===== src/rtl/polar_convert_spiral_classify_assert.svh =====
// Assertion macros used by the top level of the polar converter.
`ifndef POLAR_CONVERT_SPIRAL_CLASSIFY_ASSERT_SVH
`define POLAR_CONVERT_SPIRAL_CLASSIFY_ASSERT_SVH

// The consequent must hold in the same cycle as the antecedent.
`define PCSC_ASSERT_SAME(label, clk, rst_n, ante, cons) \
	label: assert property (@(posedge clk) disable iff (!rst_n) (ante) |-> (cons)) \
		else $error("pcsc assertion failed");

// The consequent must hold in the cycle after the antecedent.
`define PCSC_ASSERT_NEXT(label, clk, rst_n, ante, cons) \
	label: assert property (@(posedge clk) disable iff (!rst_n) (ante) |=> (cons)) \
		else $error("pcsc assertion failed");

`endif


===== src/rtl/pcsc_pkg.sv =====
`timescale 1ns / 1ps
package pcsc_pkg;

	localparam int COORD_W = 16;
	localparam int WORK_SHIFT = 14;
	// Working width: the pre-rotated value times 2^14 plus CORDIC growth fits in 33 bits.
	localparam int WORK_W = 34;
	localparam int ATAN_ENTRIES = 24;
	localparam int GAIN_W = 30;
	localparam int PROD_W = WORK_W - 1 + GAIN_W;
	localparam int RAD_SHIFT = 44;
	localparam int RQ_W = PROD_W - RAD_SHIFT;
	localparam int DIFF_W = 20;

	localparam logic [31:0] HALF_TURN = 32'h8000_0000;
	localparam logic [GAIN_W-1:0] INV_GAIN = 30'd652032874;
	localparam logic [PROD_W-1:0] RAD_ROUND = PROD_W'(64'd1 << (RAD_SHIFT - 1));
	localparam logic [RQ_W-1:0] RAD_MAX = RQ_W'(65535);

	// Band limits for the difference 4*radius - angle, one band per turn offset.
	localparam logic signed [DIFF_W-1:0] BAND_LO_M1 = -20'sd65536;
	localparam logic signed [DIFF_W-1:0] BAND_HI_M1 = -20'sd32768;
	localparam logic signed [DIFF_W-1:0] BAND_LO_0 = 20'sd0;
	localparam logic signed [DIFF_W-1:0] BAND_HI_0 = 20'sd32768;
	localparam logic signed [DIFF_W-1:0] BAND_LO_P1 = 20'sd65536;
	localparam logic signed [DIFF_W-1:0] BAND_HI_P1 = 20'sd98304;

	// atan(2^-i) in units of 2^-32 turn.
	localparam logic [31:0] ATAN_TURNS [ATAN_ENTRIES] = '{
		32'd536870912, 32'd316933406, 32'd167458907, 32'd85004756,
		32'd42667331, 32'd21354465, 32'd10679838, 32'd5340245,
		32'd2670163, 32'd1335087, 32'd667544, 32'd333772,
		32'd166886, 32'd83443, 32'd41722, 32'd20861,
		32'd10430, 32'd5215, 32'd2608, 32'd1304,
		32'd652, 32'd326, 32'd163, 32'd81
	};

	typedef struct packed {
		logic signed [WORK_W-1:0] x;
		logic signed [WORK_W-1:0] y;
		logic [31:0] z;
		logic origin;
	} cell_t;

	typedef struct packed {
		logic [COORD_W-1:0] radius;
		logic [COORD_W-1:0] angle;
		logic spiral_class;
	} result_t;

endpackage


===== src/rtl/pcsc_post.sv =====
`timescale 1ns / 1ps
module pcsc_post import pcsc_pkg::*; (
	input  logic    clk,
	input  logic    arst_n,
	input  logic    en,
	input  logic    valid,
	input  cell_t   data,
	output logic    valid_q,
	output result_t res_s3
);

	logic v_s1, v_s2;
	logic [WORK_W-2:0] x_pos;
	logic [PROD_W-1:0] prod_s1;
	logic [31:0] z_s1;
	logic origin_s1;
	logic [PROD_W-1:0] sum;
	logic [RQ_W-1:0] rq;
	logic [COORD_W-1:0] rad_s2, ang_s2;
	logic signed [DIFF_W-1:0] diff;
	logic in_band;

	// A negative final x is clamped to zero before the gain correction.
	assign x_pos = data.x[WORK_W-1] ? '0 : data.x[WORK_W-2:0];

	assign sum = prod_s1 + RAD_ROUND;
	assign rq = sum[PROD_W-1:RAD_SHIFT];

	assign diff = $signed({2'b00, rad_s2, 2'b00}) - $signed({4'b0000, ang_s2});
	assign in_band = (diff >= BAND_LO_M1 && diff <= BAND_HI_M1) ||
		(diff >= BAND_LO_0 && diff <= BAND_HI_0) ||
		(diff >= BAND_LO_P1 && diff <= BAND_HI_P1);

	always_ff @(posedge clk or negedge arst_n) begin
		if (!arst_n) begin
			v_s1 <= 1'b0;
			v_s2 <= 1'b0;
			valid_q <= 1'b0;
		end else if (en) begin
			v_s1 <= valid;
			v_s2 <= v_s1;
			valid_q <= v_s2;
		end
	end

	always_ff @(posedge clk) begin
		if (en) begin
			prod_s1 <= {{GAIN_W{1'b0}}, x_pos} * {{(WORK_W - 1){1'b0}}, INV_GAIN};
			z_s1 <= data.z;
			origin_s1 <= data.origin;
			if (origin_s1) begin
				rad_s2 <= '0;
				ang_s2 <= '0;
			end else begin
				rad_s2 <= (rq > RAD_MAX) ? RAD_MAX[COORD_W-1:0] : rq[COORD_W-1:0];
				ang_s2 <= z_s1[31:16] + {{(COORD_W - 1){1'b0}}, z_s1[15]};
			end
			res_s3.radius <= rad_s2;
			res_s3.angle <= ang_s2;
			res_s3.spiral_class <= !in_band;
		end
	end

endmodule


===== config.mk =====
export PLATFORM = sky130hd
export DESIGN_NAME = pcsc_post
export DESIGN_NICKNAME = d
export VERILOG_FILES = /design/src/rtl/polar_convert_spiral_classify_assert.svh /design/src/rtl/pcsc_pkg.sv /design/src/rtl/pcsc_post.sv
export SDC_FILE = /design/constraint.sdc
export NUM_CORES = 1
export LEC_CHECK = 0
export BUFFER_PORTS_ARGS = -buffer_cell sky130_fd_sc_hd__buf_2
export CAP_MARGIN = 20
export CORE_MARGIN = 3
export CORE_UTILIZATION = 54
export DETAILED_ROUTE_END_ITERATION = 10
export PLACE_DENSITY = 0.82
export RECOVER_POWER = 25
export SLEW_MARGIN = 20
export SYNTH_ARGS = -nofsm -noshare
export SYNTH_HDL_FRONTEND = slang
export SYNTH_SLANG_ARGS = --single-unit

===== constraint.sdc =====
create_clock -name clk -period 4.7 [get_ports clk]
set_input_delay 0.235 -clock clk [delete_from_list [all_inputs] [get_ports clk]]
set_output_delay 0.235 -clock clk [all_outputs]
set_load 0.02 [all_outputs]

==> impl_metrics.ini <==
[outcome]
status = finished with violations
violations = capacitance limit, slew limit, setup timing

[route]
ant_nets = 0
first_iter_violations = 1178
routed_wl_um = 63780
drc = 0
via_per_inst = 5.182
wl_per_cell_um = 19.49
firstDrtPassIters = 5
routed-via-count = 16960

[synthesis]
yosysSeqAreaShare_pct = 13.59
synthXorXnorAreaFrac_pct = 2.518
synth_area_per_cell_um2 = 10.38
synth_compound_area_share_pct = 5.154
netlist_instances = 2246
synthAdderAreaFrac_pct = 59.82
muxShareOfSynthArea_pct = 0.2791
synth-edff-count = 103
ys_types = 70
synth_nets = 3187
synth_warnings = 0
synth_area_um2 = 23310
async_flop_share_pct = 2.830
ys_ff_latch = 106
synth_top_family_by_area = adder cells
synthSimpleGateAreaFrac_pct = 5.733
ys.flop_type = edfxtp_1

[sta]
fin_crit_sh_pct = 154.2
hold_viol = 0
fmax_ghz = 0.1379
worst_pin_slew_ns = 3.434
drv_slew = 66
final.min_clock_period_ns = 7.249
fin_ws_ns = -2.549
setup_viol = 20
relSlewSlack_pct = -128.9
finClkSkew_ns = 0.01385
rsz0062_at_grt = true

[setup_path]
path_common_cell = fa_1
critPathCaptureType = register
crit_path_max_incr_delay_ns = 0.56
path_delay_family = adder cells
worstSetupStartpointType = input port
cp_data_required_time_ns = 4.83
worst-path-buf-inv = 8
r2r_slack_ns = 0.88
cp.arrival_ns = 7.38
crit_path_top_delay_cell = fa_1
crit_type = in2reg
crit_path_max_fanout = 13

[clock_network]
tritoncts = yes
numCtsBuffers = 9
htreeDepth = 3
cts_buffer_depth = 2
root_buffer = clkbuf_16
cts.sinks = 106
clk_pin_slew_ns = 0.08
clk_latency_ns = 0.37

[global_routing]
grt_usage_pct = 28.81
grt_pass1_vias = 19010
grt_pass1_wl_um = 99650
grt_max_degree = 66
grt_overflow = 0
antenna_found_initial = 1

[floorplanning]
die-area_um2 = 45690
start_util_pct = 55.07
core.rowCount = 75
design.portCount = 139
die_w_um = 213.8
die_h_um = 213.8
core_region_area_um2 = 42320

[finish]
fin_area_um2 = 28360
final_nets = 3631
fin_util_pct = 67.02
layout_commonest_cell = inv_1
seq_area_um2 = 3168
layout-drive-gt1-share_pct = 23.78
multi_input_area_um2 = 17880
area_growth_pct = 21.70
fill_cells = 3050
final_cell_mix = 743 x inv_1, 445 x fa_1, 349 x buf_4

[hold_path]
hold_class = in2reg

[placed_design]
dp_worst_setup_slack_ns = -3.301
dp_hpwl_um = 56000
place_congestion = 1.017
dpl-instance-area_um2 = 27010
portBuffers = 89

[flow_run]
maxCapViolations = 1
==> synthesized netlist by cell type, types with 21 or more instances <==
cell type | n | area share, %
nand3_1 | 28 | 0.60
ha_1 | 372 | 20
clkbuf_1 | 23 | 0.37
nand2b_1 | 31 | 0.83
edfxtp_1 | 103 | 13
fa_1 | 464 | 40
xnor2_1 | 40 | 1.5
nand2_1 | 41 | 0.66
xor2_1 | 27 | 1.0
nor2b_1 | 24 | 0.64
a21o_1 | 21 | 0.68
inv_1 | 777 | 13
nor2_1 | 44 | 0.71
o21ai_0 | 24 | 0.52
a21oi_1 | 77 | 1.7
==> through the flow <==
step	std cells	hold WS [ns]	TNS, ns
6_report	3273	0.03785	-46.18
5_1_grt	3273	0.02669	-49.63
4_1_cts	3262	0.02971	-46.12
3_5_place_dp	3220	0.03188	-58.92
3_3_place_gp	3220	0.02766	-56.33
2_1_floorplan	2246	-0.06059	-44.79
==> state kept, by name (all words and copies together), names as in the netlist <==
| name | count |
|---|---|
| prod_s1 | 20 |
| ang_s2 | 16 |
| rad_s2 | 16 |
| valid_q | 1 |
| res_s3 | 33 |
| z_s1 | 17 |
| origin_s1 | 1 |
| v_s1 | 1 |
| v_s2 | 1 |
==> layout make-up <==
class                   instances  share of cell area, %
multi-input cells            1339                  63.03
repair buffers                457                  11.79
flip-flops and latches        106                  11.17
inverters                     777                  10.38
well taps                     577                  2.545
clock buffers                   9                 0.7940
clock inverters                 7                 0.2823
diodes                          1               0.008822
==> worst paths after layout <==
| check | startpoint | to | depth (start not counted) |
|---|---|---|---|
| setup / recovery | data[100] | prod_s1[58] | 27 |
| max in group asynchronous | arst_n | v_s2 | 2 |
| min in group asynchronous | arst_n | valid_q | 2 |
| hold reg to reg | ang_s2[2] | res_s3[3] | 0 |
| setup reg to reg | rad_s2[0] | res_s3[0] | 14 |
| hold / removal | data[31] | z_s1[30] | 1 |
==> worst reg2reg max path, cell delays in order (launching register included) <==
cell and delay [ns]:
edfxtp_1 0.42, ha_1 0.36, a21oi_1 0.14, o21ai_1 0.12
a2111o_1 0.49, a221oi_2 0.33, o21ai_0 0.19, a21oi_1 0.18
o21ai_0 0.16, or3_1 0.38, o22ai_1 0.20, ha_1 0.26
a21oi_1 0.13, nor3_1 0.07, o21bai_1 0.15
==> layer usage <==
layer,routed length [um],vias up,part of all wire [%],GRT usage (%)
met3,4610,111,7.2,6.906
li1,-,7712,-,-
met1,25500,8619,40,36.89
met2,31530,520,49,48.99
met5,0,-,0,0
met4,2135,0,3.3,8.797
==> logic make-up after synthesis <==
kind of cell	after synthesis
fa+ha+maj	836
buf+inv	801
flops	106
xor+xnor	67
mux	6
compound gates	181
simple gates	249
==> what timing repair did <==
action	4_1_cts	5_1_grt
setup buffers	24	10
hold endpoints to repair	3	0
hold buffers	1	0
pin swaps	39	46
gates cloned	1	0
gates resized for setup	78	86
endpoints found under the setup margin	20	20
Power is left out: the tool's default activity adds up to more than one toggle a clock period on the data nets, which glitch-free logic cannot reach.
