### config.mk
export PLATFORM = sky130hd
export DESIGN_NAME = pcsc_cell
export DESIGN_NICKNAME = d
export VERILOG_FILES = /design/src/rtl/polar_convert_spiral_classify_assert.svh /design/src/rtl/pcsc_pkg.sv /design/src/rtl/pcsc_cell.sv
export SDC_FILE = /design/constraint.sdc
export NUM_CORES = 1
export LEC_CHECK = 0
export BUFFER_PORTS_ARGS = -buffer_cell sky130_fd_sc_hd__buf_2
export CAP_MARGIN = 20
export CORE_ASPECT_RATIO = 1.1
export CORE_MARGIN = 2
export CORE_UTILIZATION = 51
export CTS_CLUSTER_DIAMETER = 120
export CTS_CLUSTER_SIZE = 20
export DETAILED_ROUTE_END_ITERATION = 16
export GPL_ROUTABILITY_DRIVEN = 0
export GPL_TIMING_DRIVEN = 1
export PLACE_DENSITY = 0.79
export SYNTH_ARGS = -nofsm -noshare
export SYNTH_HDL_FRONTEND = slang
export SYNTH_SLANG_ARGS = --single-unit
### constraint.sdc
create_clock -name clk -period 0.8 [get_ports clk]
set_input_delay 0.12 -clock clk [delete_from_list [all_inputs] [get_ports clk]]
set_output_delay 0.12 -clock clk [all_outputs]
set_load 0.1 [all_outputs]
### src/rtl/polar_convert_spiral_classify_assert.svh
// Assertion macros used by the top level of the polar converter.
`ifndef POLAR_CONVERT_SPIRAL_CLASSIFY_ASSERT_SVH
`define POLAR_CONVERT_SPIRAL_CLASSIFY_ASSERT_SVH

// The consequent must hold in the same cycle as the antecedent.
`define PCSC_ASSERT_SAME(label, clk, rst_n, ante, cons) \
	label: assert property (@(posedge clk) disable iff (!rst_n) (ante) |-> (cons)) \
		else $error("pcsc assertion failed");

// The consequent must hold in the cycle after the antecedent.
`define PCSC_ASSERT_NEXT(label, clk, rst_n, ante, cons) \
	label: assert property (@(posedge clk) disable iff (!rst_n) (ante) |=> (cons)) \
		else $error("pcsc assertion failed");

`endif

### src/rtl/pcsc_pkg.sv
`timescale 1ns / 1ps
package pcsc_pkg;

	localparam int COORD_W = 16;
	localparam int WORK_SHIFT = 14;
	// Working width: the pre-rotated value times 2^14 plus CORDIC growth fits in 33 bits.
	localparam int WORK_W = 34;
	localparam int ATAN_ENTRIES = 24;
	localparam int GAIN_W = 30;
	localparam int PROD_W = WORK_W - 1 + GAIN_W;
	localparam int RAD_SHIFT = 44;
	localparam int RQ_W = PROD_W - RAD_SHIFT;
	localparam int DIFF_W = 20;

	localparam logic [31:0] HALF_TURN = 32'h8000_0000;
	localparam logic [GAIN_W-1:0] INV_GAIN = 30'd652032874;
	localparam logic [PROD_W-1:0] RAD_ROUND = PROD_W'(64'd1 << (RAD_SHIFT - 1));
	localparam logic [RQ_W-1:0] RAD_MAX = RQ_W'(65535);

	// Band limits for the difference 4*radius - angle, one band per turn offset.
	localparam logic signed [DIFF_W-1:0] BAND_LO_M1 = -20'sd65536;
	localparam logic signed [DIFF_W-1:0] BAND_HI_M1 = -20'sd32768;
	localparam logic signed [DIFF_W-1:0] BAND_LO_0 = 20'sd0;
	localparam logic signed [DIFF_W-1:0] BAND_HI_0 = 20'sd32768;
	localparam logic signed [DIFF_W-1:0] BAND_LO_P1 = 20'sd65536;
	localparam logic signed [DIFF_W-1:0] BAND_HI_P1 = 20'sd98304;

	// atan(2^-i) in units of 2^-32 turn.
	localparam logic [31:0] ATAN_TURNS [ATAN_ENTRIES] = '{
		32'd536870912, 32'd316933406, 32'd167458907, 32'd85004756,
		32'd42667331, 32'd21354465, 32'd10679838, 32'd5340245,
		32'd2670163, 32'd1335087, 32'd667544, 32'd333772,
		32'd166886, 32'd83443, 32'd41722, 32'd20861,
		32'd10430, 32'd5215, 32'd2608, 32'd1304,
		32'd652, 32'd326, 32'd163, 32'd81
	};

	typedef struct packed {
		logic signed [WORK_W-1:0] x;
		logic signed [WORK_W-1:0] y;
		logic [31:0] z;
		logic origin;
	} cell_t;

	typedef struct packed {
		logic [COORD_W-1:0] radius;
		logic [COORD_W-1:0] angle;
		logic spiral_class;
	} result_t;

endpackage

### src/rtl/pcsc_cell.sv
`timescale 1ns / 1ps
module pcsc_cell import pcsc_pkg::*; #(
	parameter int STAGE = 0
) (
	input  logic  clk,
	input  logic  arst_n,
	input  logic  en,
	input  logic  valid,
	input  cell_t data,
	output logic  valid_q,
	output cell_t data_q
);

	cell_t nxt;

	// One vectoring micro-rotation: drive y toward zero.
	always_comb begin
		nxt = data;
		if (!data.y[WORK_W-1]) begin
			nxt.x = data.x + (data.y >>> STAGE);
			nxt.y = data.y - (data.x >>> STAGE);
			nxt.z = data.z + ATAN_TURNS[STAGE];
		end else begin
			nxt.x = data.x - (data.y >>> STAGE);
			nxt.y = data.y + (data.x >>> STAGE);
			nxt.z = data.z - ATAN_TURNS[STAGE];
		end
	end

	always_ff @(posedge clk or negedge arst_n) begin
		if (!arst_n) begin
			valid_q <= 1'b0;
		end else if (en) begin
			valid_q <= valid;
		end
	end

	always_ff @(posedge clk) begin
		if (en) begin
			data_q <= nxt;
		end
	end

endmodule

==> results.md, run 1 <==
- Total track usage: 0.765
- Worst-case clock buffer depth: 2
- Gr ovfl total: 75
- Area share of the largest cell type after synthesis: 0.319
- Synth Instances: approximately 1100
- Mean Syn Cell Area: 8.90 µm²
- Largest net degree at the start of global routing: 29
- Run status: stopped before the end
- Ys async rst share: 0.00990
- Global-route wire length before repair: 112000 µm
- Post-synth EDFFs: 100
- FP Rows: 52
- Buffers on Ports: 206
- Die height: 147 µm
- Initial core utilization: 0.515
- Clk sinks: ~100
- CTS Buf Count: 9
- Post-Syn Nets: 1268
- Error Message: [ERROR GRT-0116] Global routing finished with congestion. Check the congestion regions in the DRC Viewer.
- DIE WIDTH: 134 µm
- HPWL Detailed: 31600 µm
- Register area share after synthesis: 0.321
- Stop stage: global routing (5_1_grt)
- Yosys top cell by area: edfxtp_1
- Vias in the first global route: ~16000
- Synth cell types: just over 80
- Top FF cell, synth: edfxtp_1
- Ys Warns: 0
- Post-Syn Area: 9420 µm²
- CTS H-tree lvls: 3
- I/O pin total: 207
- Synth top area cells: edfxtp_1 32%, ha_1 13%, a21oi_1 5.5%, xnor2_1 5.4%, inv_1 4.4%
- Root buffer cell: clkbuf_16
- Yosys reg bits: 101
[layer usage]
metal,overflow,track usage
met5,1,0.169
met4,36,0.722
met3,1,0.622
met2,37,0.923
met1,0,0.792
[synthesized netlist by cell type (5+ instances only)]
cell type  count
inv_1        110
a21oi_1      103
edfxtp_1     100
ha_1         100
nor2_1        88
o21ai_0       69
xnor2_1       58
nand2_1       47
nand3_1       23
nor3_1        21
o21bai_1      20
mux2i_1       19
clkbuf_1      18
o31ai_1       18
a31oi_1       17
nand4_1       17
a21o_1        14
buf_2         12
o21a_1        12
o21ai_1       11
a211oi_1      10
nand2b_1      10
o211ai_1      10
buf_6          9
nor2b_1        8
nor4_1         8
or3_1          8
inv_2          7
o31a_1         5
[logic make-up after synthesis]
logic type / count (synthesis) / share of synthesized area
DFF: 101 / 0.321
muxes: 21 / 0.0226
xor gates and xnor gates: 61 / 0.0567
buffers and inverters: 162 / 0.0760
AOI/OAI and AO/OA: 350 / 0.246
adders and majority gates: 104 / 0.141
and+or+nand+nor: 260 / 0.136
[what timing repair did]
action                     4_1_cts
hold buffers                    31
buffers inserted                33
hold endpoints to repair        31
resized for setup              188
setup endpoints to repair      171
pin swaps                       78
[per-stage QoR]
stage | setup WS (ns) | area (µm²) | hold slack [ns] | std cells | utilization
2_1_floorplan | -1.47 | 9930 | -0.176 | 1059 | -
3_3_place_gp | -1.91 | 15400 | -0.105 | 1839 | 0.840
4_1_cts | -1.52 | 17100 | 0.0179 | 1917 | 0.935
3_5_place_dp | -2.02 | 15400 | -0.103 | 1839 | 0.840
==> inputs of run 2 (changes only) <==
CORE_ASPECT_RATIO = unset   (was 1.1)
CORE_UTILIZATION = 40   (was 51)
CTS_CLUSTER_DIAMETER = unset   (was 120)
CTS_CLUSTER_SIZE = unset   (was 20)
PLACE_DENSITY = unset   (was 0.79)
PLACE_DENSITY_LB_ADDON = 0.15   (was unset)
clock period = 1.04 ns   (was 0.8 ns; I/O delays follow)
==> run 2 against run 1 <==
The flow now finishes, with violations (negative setup slack). Area after synthesis is the same. Synthesized cell count is the same.
==> results.md, run 2 <==
- Max-slew violation count: 0
- Setup ws final: -1.33 ns
- Mean Syn Cell Area: 8.90 µm² (unchanged)
- I/O pin total: 207 (unchanged)
- Synth cell types: 83 (unchanged)
- Crit end category: flip-flop
- Routed wire length: 42200 µm
- Initial core utilization: 0.405 (was 0.515)
- Fin crit period: 2.37 ns
- Reg with most FFs: data_q
- Clk sinks: 101 (unchanged)
- Most numerous cell in the Yosys netlist: inv_1 (unchanged)
- Min-Delay Path Depth: 2
- Initial antenna violation count: 0
- Top FF cell, synth: edfxtp_1 (unchanged)
- Layout area overhead: 93.3%
- Worst R2R Start: valid_q
- Vias in the first global route: ~11000
- FP Rows: 56 (was 52)
- Number of fillers in the final layout: 1417
- Avg WL per Cell: 20.8 µm
- DIE WIDTH: 157 µm (was 134 µm)
- Global Route met1 Usage: 0.386
- HPWL Detailed: 28600 µm (was 31600 µm)
- Area share of the largest cell type after synthesis: 0.319 (unchanged)
- Worst-path fanout max: 5
- Global-route wire length before repair: 59300 µm
- Final Hold Vio Count: 0
- Ys Warns: 0 (unchanged)
- Post-route ant nets: 0
- Top Registers: data_q: 100 flops, valid_q: 1 flops
- CP arrival: 2.48 ns
- Hold Startpoint: valid
- Share of cells above drive strength 1: 0.559
- CTS Buf Count: 9 (unchanged)
- CTS tree: done
- FF/Latch Area: between 3000 and 4000 µm²
- Worst slew pin tran: 0.606 ns
- Commonest non-fill, non-tap cell in the layout: buf_4
- Clk Latency, worst-skew pair: 0.36 ns
- DRC violations left: 0
- Setup CP Type: input port to flip-flop
- Worst Hold Path EP: valid_q
- Endpoints failing setup: 167
- Post-synth EDFFs: 100 (unchanged)
- Worst vdd ir: 837 µV
- RSZ-0062 raised after global routing: true
- Commonest cells after routing, fill and taps aside: 383 x buf_4, 112 x buf_12, 100 x edfxtp_1
- Reg2reg path depth: 1
- Synth top area cells: edfxtp_1 32%, ha_1 13%, a21oi_1 5.5%, xnor2_1 5.4%, inv_1 4.4% (unchanged)
- First-pass DRT Iterations: 5
- Busiest grt layer: met2
- Yosys top cell by area: edfxtp_1 (unchanged)
- Run status: finished with violations (was stopped before the end)
- Type of origin of the critical path: input port
- Worst-case clock buffer depth: 2 (unchanged)
- Die area: 24800 µm²
- Hold Crit Class: input port to flip-flop
- Area taken by multi-input logic gates: between 7000 and 8000 µm²
- Die height: 157 µm (was 147 µm)
- Max Clk Rate: around 0.42 GHz
- Initial DRC count: 1247
- Power density over the cells: 1340 nW/µm²
- Buffers on Ports: 206 (unchanged)
- Max_slew headroom: 0.585
- Failing checks: negative setup slack
- Fin crit share: 2.28
- Power Total: 24.4 mW
- Gr ovfl total: 0
- Vias post-DR: 11600
- Ys async rst share: 0.00990 (unchanged)
- Most instantiated cells after synthesis: 110 x inv_1, 103 x a21oi_1, 100 x edfxtp_1, 100 x ha_1, 88 x nor2_1 (unchanged)
- Total track usage: 0.308
- Hold_ws: 0.0387 ns
- Final Util: 0.783
- Ant. Diodes: 0
- Largest net degree at the start of global routing: 34
- Max reg flops: 100
- CTS H-tree lvls: 3 (unchanged)
- Layout net count: 1912
- Critical Path RT: 1.16 ns
- Register area share after synthesis: 0.321 (unchanged)
- Pre-CTS WS: -1.78 ns (was -2.02 ns)
- Clock skew: 0 ns
- Met3 GRT Util: 0.0570
- Core Region: 23300 µm²
- RR Endpoint: valid_q
- Post-Syn Area: 9420 µm² (unchanged)
- P_leak: 7.94 nW
- Vias per cell: between 5 and 6
- R2r setup slk: 0.23 ns
- Synth Instances: 1059 (unchanged)
- Met2 usage: 0.519
- Post-Syn Nets: 1268 (unchanged)
- Yosys reg bits: 101 (unchanged)
- Clk slew on worst S/H paths: 0.09 ns
- Max-Cap Viols: 0
- Root buffer cell: clkbuf_16 (unchanged)
-- run 2: stage by stage --
step                setup TNS (ns)  area [µm²]  instances
floorplan                   -62.37        9920       1059
global placement            -91.39       15500       1921
detailed placement          -93.52       15500       1921
CTS                         -72.30       17500       2003
global route                -84.05       18200       2027
finish                      -79.59       18200       2027
-- run 2: what timing repair did --
action                                  4_1_cts  5_1_grt
setup buffers                                36       34
pin swaps                                   102      102
hold buffers                                 31        0
hold endpoints to repair                     31        0
endpoints found under the setup margin      168      168
gates resized for setup                     231      132
-- run 2: per-layer routing --
layer	share of wire	up-vias	routed length (µm)
li1	-	5123	-
met1	0.38	5483	16100
met2	0.48	781	20100
met3	0.091	214	3830
met4	0.052	0	2200
met5	0	-	0
-- run 2: cells by family after synthesis --
| logic type | Yosys count | synth area share |
|---|---|---|
| and+or+nand+nor | 260 | 0.136 |
| AOI/OAI and AO/OA | 350 | 0.246 |
| DFF | 101 | 0.321 |
| buffers and inverters | 162 | 0.0760 |
| adders and majority gates | 104 | 0.141 |
| muxes | 21 | 0.0226 |
| xor gates and xnor gates | 61 | 0.0567 |
-- run 2: worst max-delay path by stage --
stage,start,slack (ns),cells past startpoint,end
2_1_floorplan,data[33],-1.26,10,data_q[65]
3_3_place_gp,data[33],-1.72,11,data_q[59]
3_5_place_dp,data[48],-1.78,11,data_q[65]
4_1_cts,data[33],-1.23,12,data_q[65]
5_1_grt,data[33],-1.38,11,data_q[59]
6_report,data[70],-1.33,10,data_q[59]
-- run 2: area by class of cell --
type,count,share of cell area
inverter,117,0.0271
clock buffer,10,0.0131
clock inverter,6,0.00350
tap,319,0.0219
multi-input combinational,796,0.408
sequential,101,0.166
timing repair buffer,678,0.360
-- run 2: power by group --
part           internal (mW)  total (mW)  switching (mW)
logic                   6.19        15.0            8.77
registers               5.27        5.79           0.523
clock network           1.77        3.69            1.91
total                   13.2        24.4            11.2
-- run 2: critical path, cell delays in order --
cell      delay [ns]
buf_2           0.14
ha_1            0.34
or2_1           0.22
o211ai_4        0.12
a32oi_4         0.32
a311oi_2        0.19
o21a_1          0.27
a211o_2         0.36
a311oi_2        0.28
nor4b_2         0.09
Note: power is estimated with default switching activity, not from simulation.
